<file path="config.mk">
export PLATFORM = sky130hd
export DESIGN_NAME = btt_mod
export DESIGN_NICKNAME = d
export VERILOG_FILES = /design/src/sv/btt_pkg.sv /design/src/sv/btt_mod.sv
export SDC_FILE = /design/constraint.sdc
export NUM_CORES = 1
export LEC_CHECK = 0
export BUFFER_PORTS_ARGS = -buffer_cell sky130_fd_sc_hd__buf_2
export CAP_MARGIN = 15
export CORE_MARGIN = 2
export CORE_UTILIZATION = 35
export CTS_CLUSTER_DIAMETER = 60
export DETAILED_ROUTE_END_ITERATION = 8
export SYNTH_ARGS = -nofsm -noshare
export SYNTH_HDL_FRONTEND = slang
export SYNTH_SLANG_ARGS = --single-unit
</file>
<file path="constraint.sdc">
create_clock -name clock -period 14.9 [get_ports clock]
set_input_delay 0 -clock clock [delete_from_list [all_inputs] [get_ports clock]]
set_output_delay 0 -clock clock [all_outputs]
set_load 0.005 [all_outputs]
</file>
<file path="src/sv/btt_pkg.sv">
// Shared types and constants of the bucketed transposition table.
`default_nettype none
package btt_pkg;

   localparam int CSR_W         = 11;
   localparam logic [CSR_W-1:0] CSR_RESET = 11'd1024;
   localparam int HASH_W        = 64;
   localparam int BOARD_W       = 64;
   localparam int EP_W          = 7;
   localparam int DEPTH_W       = 8;
   localparam int PAYLOAD_W     = 64;
   localparam int MOD_STEP_BITS = 4;
   localparam int MOD_CYCLES    = HASH_W / MOD_STEP_BITS;
   localparam int MOD_CNT_W     = $clog2(MOD_CYCLES);

   typedef enum logic {
      CMD_INSERT = 1'b0,
      CMD_FETCH  = 1'b1
   } command_type;

   typedef struct packed {
      command_type          command;
      logic [HASH_W-1:0]    hash;
      logic [BOARD_W-1:0]   mover_pawns;
      logic [BOARD_W-1:0]   rival_pawns;
      logic [EP_W-1:0]      en_passant;
      logic [DEPTH_W-1:0]   depth;
      logic [PAYLOAD_W-1:0] payload;
   } req_type;

   typedef struct packed {
      logic                 hit;
      logic [DEPTH_W-1:0]   depth_out;
      logic [PAYLOAD_W-1:0] payload_out;
   } rsp_type;

   typedef struct packed {
      logic [BOARD_W-1:0]   mover_pawns;
      logic [BOARD_W-1:0]   rival_pawns;
      logic [EP_W-1:0]      en_passant;
      logic [PAYLOAD_W-1:0] payload;
   } slot_type;

   typedef struct packed {
      logic rd;
      logic wr;
   } store_op_type;

endpackage
`default_nettype wire

</file>
<file path="src/sv/btt_mod.sv">
// Iterative remainder unit that reduces the hash modulo the bucket count.
`default_nettype none
module btt_mod (
   input  wire logic                        clock,
   input  wire logic                        reset,
   input  wire logic                        start,
   input  wire logic [btt_pkg::HASH_W-1:0]  dividend,
   input  wire logic [btt_pkg::CSR_W-1:0]   divisor,
   output logic                             done,
   output logic [btt_pkg::CSR_W-1:0]        remainder
);
   import btt_pkg::*;

   logic                 busy_ff;
   logic                 done_ff;
   logic [MOD_CNT_W-1:0] count_ff;
   logic [HASH_W-1:0]    dividend_ff;
   logic [CSR_W-1:0]     divisor_ff;
   logic [CSR_W-1:0]     rem_ff;
   logic [CSR_W-1:0]     rem_in;

   always_comb begin
      logic [CSR_W:0]   trial;
      logic [CSR_W-1:0] r;
      r = rem_ff;
      for (int i = 0; i < MOD_STEP_BITS; i++) begin
         trial = {r, dividend_ff[HASH_W-1-i]};
         if (trial >= {1'b0, divisor_ff}) begin
            trial = trial - {1'b0, divisor_ff};
         end
         r = trial[CSR_W-1:0];
      end
      rem_in = r;
   end

   always_ff @(posedge clock) begin
      if (reset) begin
         busy_ff  <= 1'b0;
         done_ff  <= 1'b0;
         count_ff <= '0;
      end else begin
         done_ff <= 1'b0;
         if (start) begin
            busy_ff  <= 1'b1;
            count_ff <= '0;
         end else if (busy_ff) begin
            count_ff <= count_ff + 1'b1;
            if (count_ff == MOD_CNT_W'(MOD_CYCLES - 1)) begin
               busy_ff <= 1'b0;
               done_ff <= 1'b1;
            end
         end
      end
   end

   always_ff @(posedge clock) begin
      if (start) begin
         dividend_ff <= dividend;
         divisor_ff  <= divisor;
         rem_ff      <= '0;
      end else if (busy_ff) begin
         dividend_ff <= {dividend_ff[HASH_W-MOD_STEP_BITS-1:0], {MOD_STEP_BITS{1'b0}}};
         rem_ff      <= rem_in;
      end
   end

   assign done      = done_ff;
   assign remainder = rem_ff;

endmodule
`default_nettype wire

</file>
# == Word level (Yosys, flattened, before mapping) ==
# Index checks and enable logic that the tools add are counted.
# word_totals
rom_bits,0
register_bits,92
ramBits,0
mem_count,0
latch_bits,0
# op_classes
eq_ne,1
n_reduce_logical,3
shift,0
magnitude_cmp,4
bitwise,1
n_mul,0
mux,10
div,0
n_addsub,5
# op_table
op,n
two-way mux 64 bit,2
greater-or-equal comparator 12 x 11 -> 1 bit,4
two-way mux 11 bit,4
subtractor 11 bit,4
"adder 4 x 1 -> 4 bit, second input constant",1
"equality test 4 bit, second input constant",1
two-way mux 1 bit,4
OR reduction 3 bit,1
nonzero test 2 bit,1
OR reduction 2 bit,1
inverter 1 bit,1

# == Depth between registers and ports, before layout ==
# depth
depth_word,8
ltp_mapped,41
depth_no_buf,38

# == Least setup slack after synthesis ==
# No wires, ideal clock.
# synth_path
kind,reg-to-reg
start,register divisor_ff[0]
end,register rem_ff[0] (netlist: remainder[0])
path_buffers,4
stages_incl_launch_ff,39
arrival_time_ns,8.640
path_slack_ns,6.165
synth_period_minus_slack_ns,8.735
cell_sequence,edfxtp_1 ha_1 fa_1 nand2b_1 a211oi_2 o31a_4 or2_1 buf_6 mux2_2 ha_1 o21a_1 o21ai_0 a221oi_1 o21ai_2 nand2_1 clkbuf_1 mux2_2 ha_1 [3 not listed] nor2_1 a21oi_1 a211oi_2 nand2_1 buf_2 mux2i_1 inv_1 ha_1 or3_1 o21ai_1 a31oi_2 o41a_1 or4_4 and2_4 a21o_1 buf_6 a2111o_1 o311ai_1
# synth_between
elab_chain_len,8
word_cells_on_any_way,12
# synth_rtl
item,line,rtl
start: declaration,btt_mod.sv:18,logic [CSR_W-1:0] divisor_ff;
start signal: assignment,btt_mod.sv:59,divisor_ff <= divisor;
subtractor 11 bit / greater-or-equal comparator 12 x 11 -> 1 bit (equally long branches),"btt_mod.sv:29, btt_mod.sv:28",
two-way mux 11 bit,btt_mod.sv:28,"if (trial >= {1'b0, divisor_ff}) begin"
subtractor 11 bit / greater-or-equal comparator 12 x 11 -> 1 bit (equally long branches),"btt_mod.sv:29, btt_mod.sv:28",
two-way mux 11 bit,btt_mod.sv:28,
subtractor 11 bit / greater-or-equal comparator 12 x 11 -> 1 bit (equally long branches),"btt_mod.sv:29, btt_mod.sv:28",
two-way mux 11 bit,btt_mod.sv:28,
greater-or-equal comparator 12 x 11 -> 1 bit,btt_mod.sv:28,
two-way mux 11 bit *,btt_mod.sv:28,
end signal: assignment,btt_mod.sv:63,rem_ff <= rem_in;
end: declaration,btt_mod.sv:19,logic [CSR_W-1:0] rem_ff;
# Mark *: on every way between the ends. The rest lies on a longest branch, timed or not.
# A chain may end at the register's enable or synchronous reset.

# == Worst setup path after layout ==
# Ends and elaborated chain as after synthesis.

==> results.sh <==
export IMPL_finalMaxSlewViolations=0
export IMPL_ios=90
export IMPL_worst_path_most_repeated_cell="ha_1"
export IMPL_holdPathStages=2
export IMPL_grtUsageTotal_pct=17.7
export IMPL_maxCapViolations=0
export IMPL_initial_core_util_pct=35.4
export IMPL_drive_gt1_share_pct=26.3
export IMPL_min_period_ps=10160
export IMPL_post_route_period_util_pct=68.2
export IMPL_fin_skew_ps=8.09
export IMPL_register_area_um2=2590
export IMPL_syn_to_final_growth_pct=27.6
export IMPL_grt_pass1_wl_mm=27.0
export IMPL_worst_pin_slew_ps=814
export IMPL_drc_errors=0
export IMPL_cts_buffer_depth=2
export IMPL_path_clk_slew_ps=70
export IMPL_cts_root_buf="clkbuf_16"
export IMPL_dieHeight_um=138
export IMPL_wire_per_inst_um=17.6
export IMPL_h_tree_depth=3
export IMPL_fin_setup_tns_ps=0
export IMPL_final_antenna_net_count=0
export IMPL_cp_data_required_time_ps=15140
export IMPL_routabilityCongestion=0.919
export IMPL_critPathMaxFanout=12
export IMPL_ys_flop_type="edfxtp_1"
export IMPL_slew_headroom_pct=45.7
export IMPL_dieWidth_um=138
export IMPL_cp_slowest_cell="a311oi_1"
export IMPL_numClockSinks=92
export IMPL_status="finished, final reports clean"
export IMPL_finalCoreUtilization_pct=45.1
export IMPL_synth_area_leaders="edfxtp_1 36%, mux2_2 12%, ha_1 8.9%, dfxtp_1 5.4%, xnor2_1 2.6%"
export IMPL_cp_start_kind="register"
export IMPL_syn_num_nets=706
export IMPL_vias=5136
export IMPL_clock_latency_ps=340
export IMPL_synth_edf_count=75
export IMPL_nNetsFinal=866
export IMPL_yosys_warnings=0
export IMPL_fp_row_count=49
export IMPL_grt_max_degree=69
export IMPL_cp_arrival_ps=10410
export IMPL_multi_input_area_um2=3500
export IMPL_die_area_um2=19100
export IMPL_setup_viol=0
export IMPL_numCtsBuffers=9
export IMPL_max_freq_mhz=98.4
export IMPL_syn_area_um2=6310
export IMPL_hp_class="input port to register"
export IMPL_via_per_inst=5.28
export IMPL_synth_cell_types=71
export IMPL_cts_resized=0
export IMPL_io_buffers=89
export IMPL_ys_seq_area_share_pct=41.1
export IMPL_post_synth_top_count_cell="edfxtp_1"
export IMPL_ys_seq_elements=92
export IMPL_cts_tree="done"
export IMPL_r2r_cells=33
export IMPL_avgSynthCellArea_um2=10.9
export IMPL_antenna_found_initial=0
export IMPL_hold_viol=0
export IMPL_critPathCaptureType="register"
export IMPL_yosys_area_top_type="edfxtp_1"
export IMPL_overflow=0
export IMPL_worst_setup_path_type="register to register"
export IMPL_syn_inst=579
export IMPL_synthArstFlopShare_pct=0
export IMPL_num_antenna_cells=0
export IMPL_core_area_um2=17800
export IMPL_wirelength_mm=17.1
export IMPL_yosys_area_top_type_share_pct=35.7
export IMPL_synth_commonest_cells="75 x edfxtp_1, 68 x mux2_2, 45 x ha_1"
export IMPL_fill_cells=1651
export IMPL_rsz0062_at_grt="false"
export IMPL_drtIter0Drc=296
export IMPL_grt_pass1_vias=5379
export IMPL_slowest_delay_ps=690
export IMPL_drt_pass1_iterations=4
export IMPL_dp_final_hpwl_mm=12.4
[cells by family (layout without fill, tap and decap cells)]
logic type               Yosys count  in the layout  synth area share (%)
flip-flops                        92             92                  41.1
AND/OR/NAND/NOR                  152            152                  12.4
AO/OA/AOI/OAI                    121            121                  14.4
buffers and inverters             53            218                  3.43
multiplexers                      80             80                  14.0
XOR/XNOR                          32             32                  4.44
adder cells (fa/ha/maj)           49             49                  10.2
[critical path: cells and delay by family (launching register included)]
family / cells / cell delay (ps)
flip-flops: 1 / 470
multiplexers: 3 / 1340
buffers and inverters: 1 / 90
adder cells (fa/ha/maj): 5 / 1670
AO/OA/AOI/OAI: 17 / 4290
AND/OR/NAND/NOR: 7 / 2210
[stage by stage]
step / instance area [um^2] / setup WS (ps) / std cells / hold slack (ps)
after floorplan: 6310 / 6160 / 579 / 72.4
after global routing: 8050 / 4080 / 973 / 50.4
after CTS: 8050 / 4880 / 973 / 30.2
after detailed placement: 6970 / 4920 / 881 / 178
final: 8050 / 4740 / 973 / 56.2
after global placement: 6970 / 5080 / 881 / 177
[worst paths after layout]
kind / startpoint / slack, ps / end
setup reg to reg: divisor_ff[0] / 4740 / remainder[0]
hold / removal: start / 60 / remainder[8]
hold reg to reg: count_ff[3] / 520 / done
setup / recovery: divisor_ff[0] / 4740 / remainder[0]
[sequential cells by signal, summed over array words and instances (netlist names)]
name / count
busy_ff: 1
done: 1
dividend_ff: 64
divisor_ff: 11
remainder: 11
count_ff: 4
[layout by cell type, fill, tap and decap left out, types with 3 or more instances in the layout]
cell / count
buf_2: 88
dlygate4sd3_1: 76
edfxtp_1: 75
mux2_2: 68
ha_1: 45
nor2_1: 37
inv_1: 35
a21oi_1: 30
nand2_1: 30
xnor2_1: 19
dfxtp_1: 17
nor3_1: 16
a21o_1: 14
xor2_1: 13
o21ai_0: 12
mux2i_1: 12
nand4_1: 11
nand3_1: 10
nor3b_1: 9
clkbuf_16: 9
o21a_1: 8
o31ai_1: 7
nand2b_1: 6
and3_1: 6
and2_1: 6
a41oi_1: 5
nor2b_1: 4
a311oi_1: 4
fa_1: 4
a211oi_2: 3
or3_1: 3
a21boi_0: 3
o211ai_1: 3
a31oi_1: 3
buf_4: 3
[cell type report]
| class | instances | share of cell area, % |
|---|---|---|
| flip-flops and latches | 92 | 32.2 |
| repair buffers | 167 | 15.2 |
| well taps | 229 | 3.56 |
| clock buffers | 9 | 2.80 |
| inverters | 35 | 1.63 |
| multi-input cells | 434 | 43.5 |
| clock inverters | 7 | 1.17 |
[routing by layer]
layer | track usage [%] | up-vias | share of wire (%)
met5 | 0 | - | 0
met1 | 21.3 | 2469 | 42
met4 | 7.04 | 0 | 3.2
met3 | 2.63 | 35 | 4.5
met2 | 31.8 | 129 | 50
li1 | - | 2503 | -
[repair_timing]
action / 4_1_cts / 5_1_grt
setup buffers: 0 / 0
hold buffers: 76 / 0
hold endpoints to repair: 76 / 0
Power is left out: the tool's default activity adds up to more than one toggle a clock period on the data nets, which glitch-free logic cannot reach.
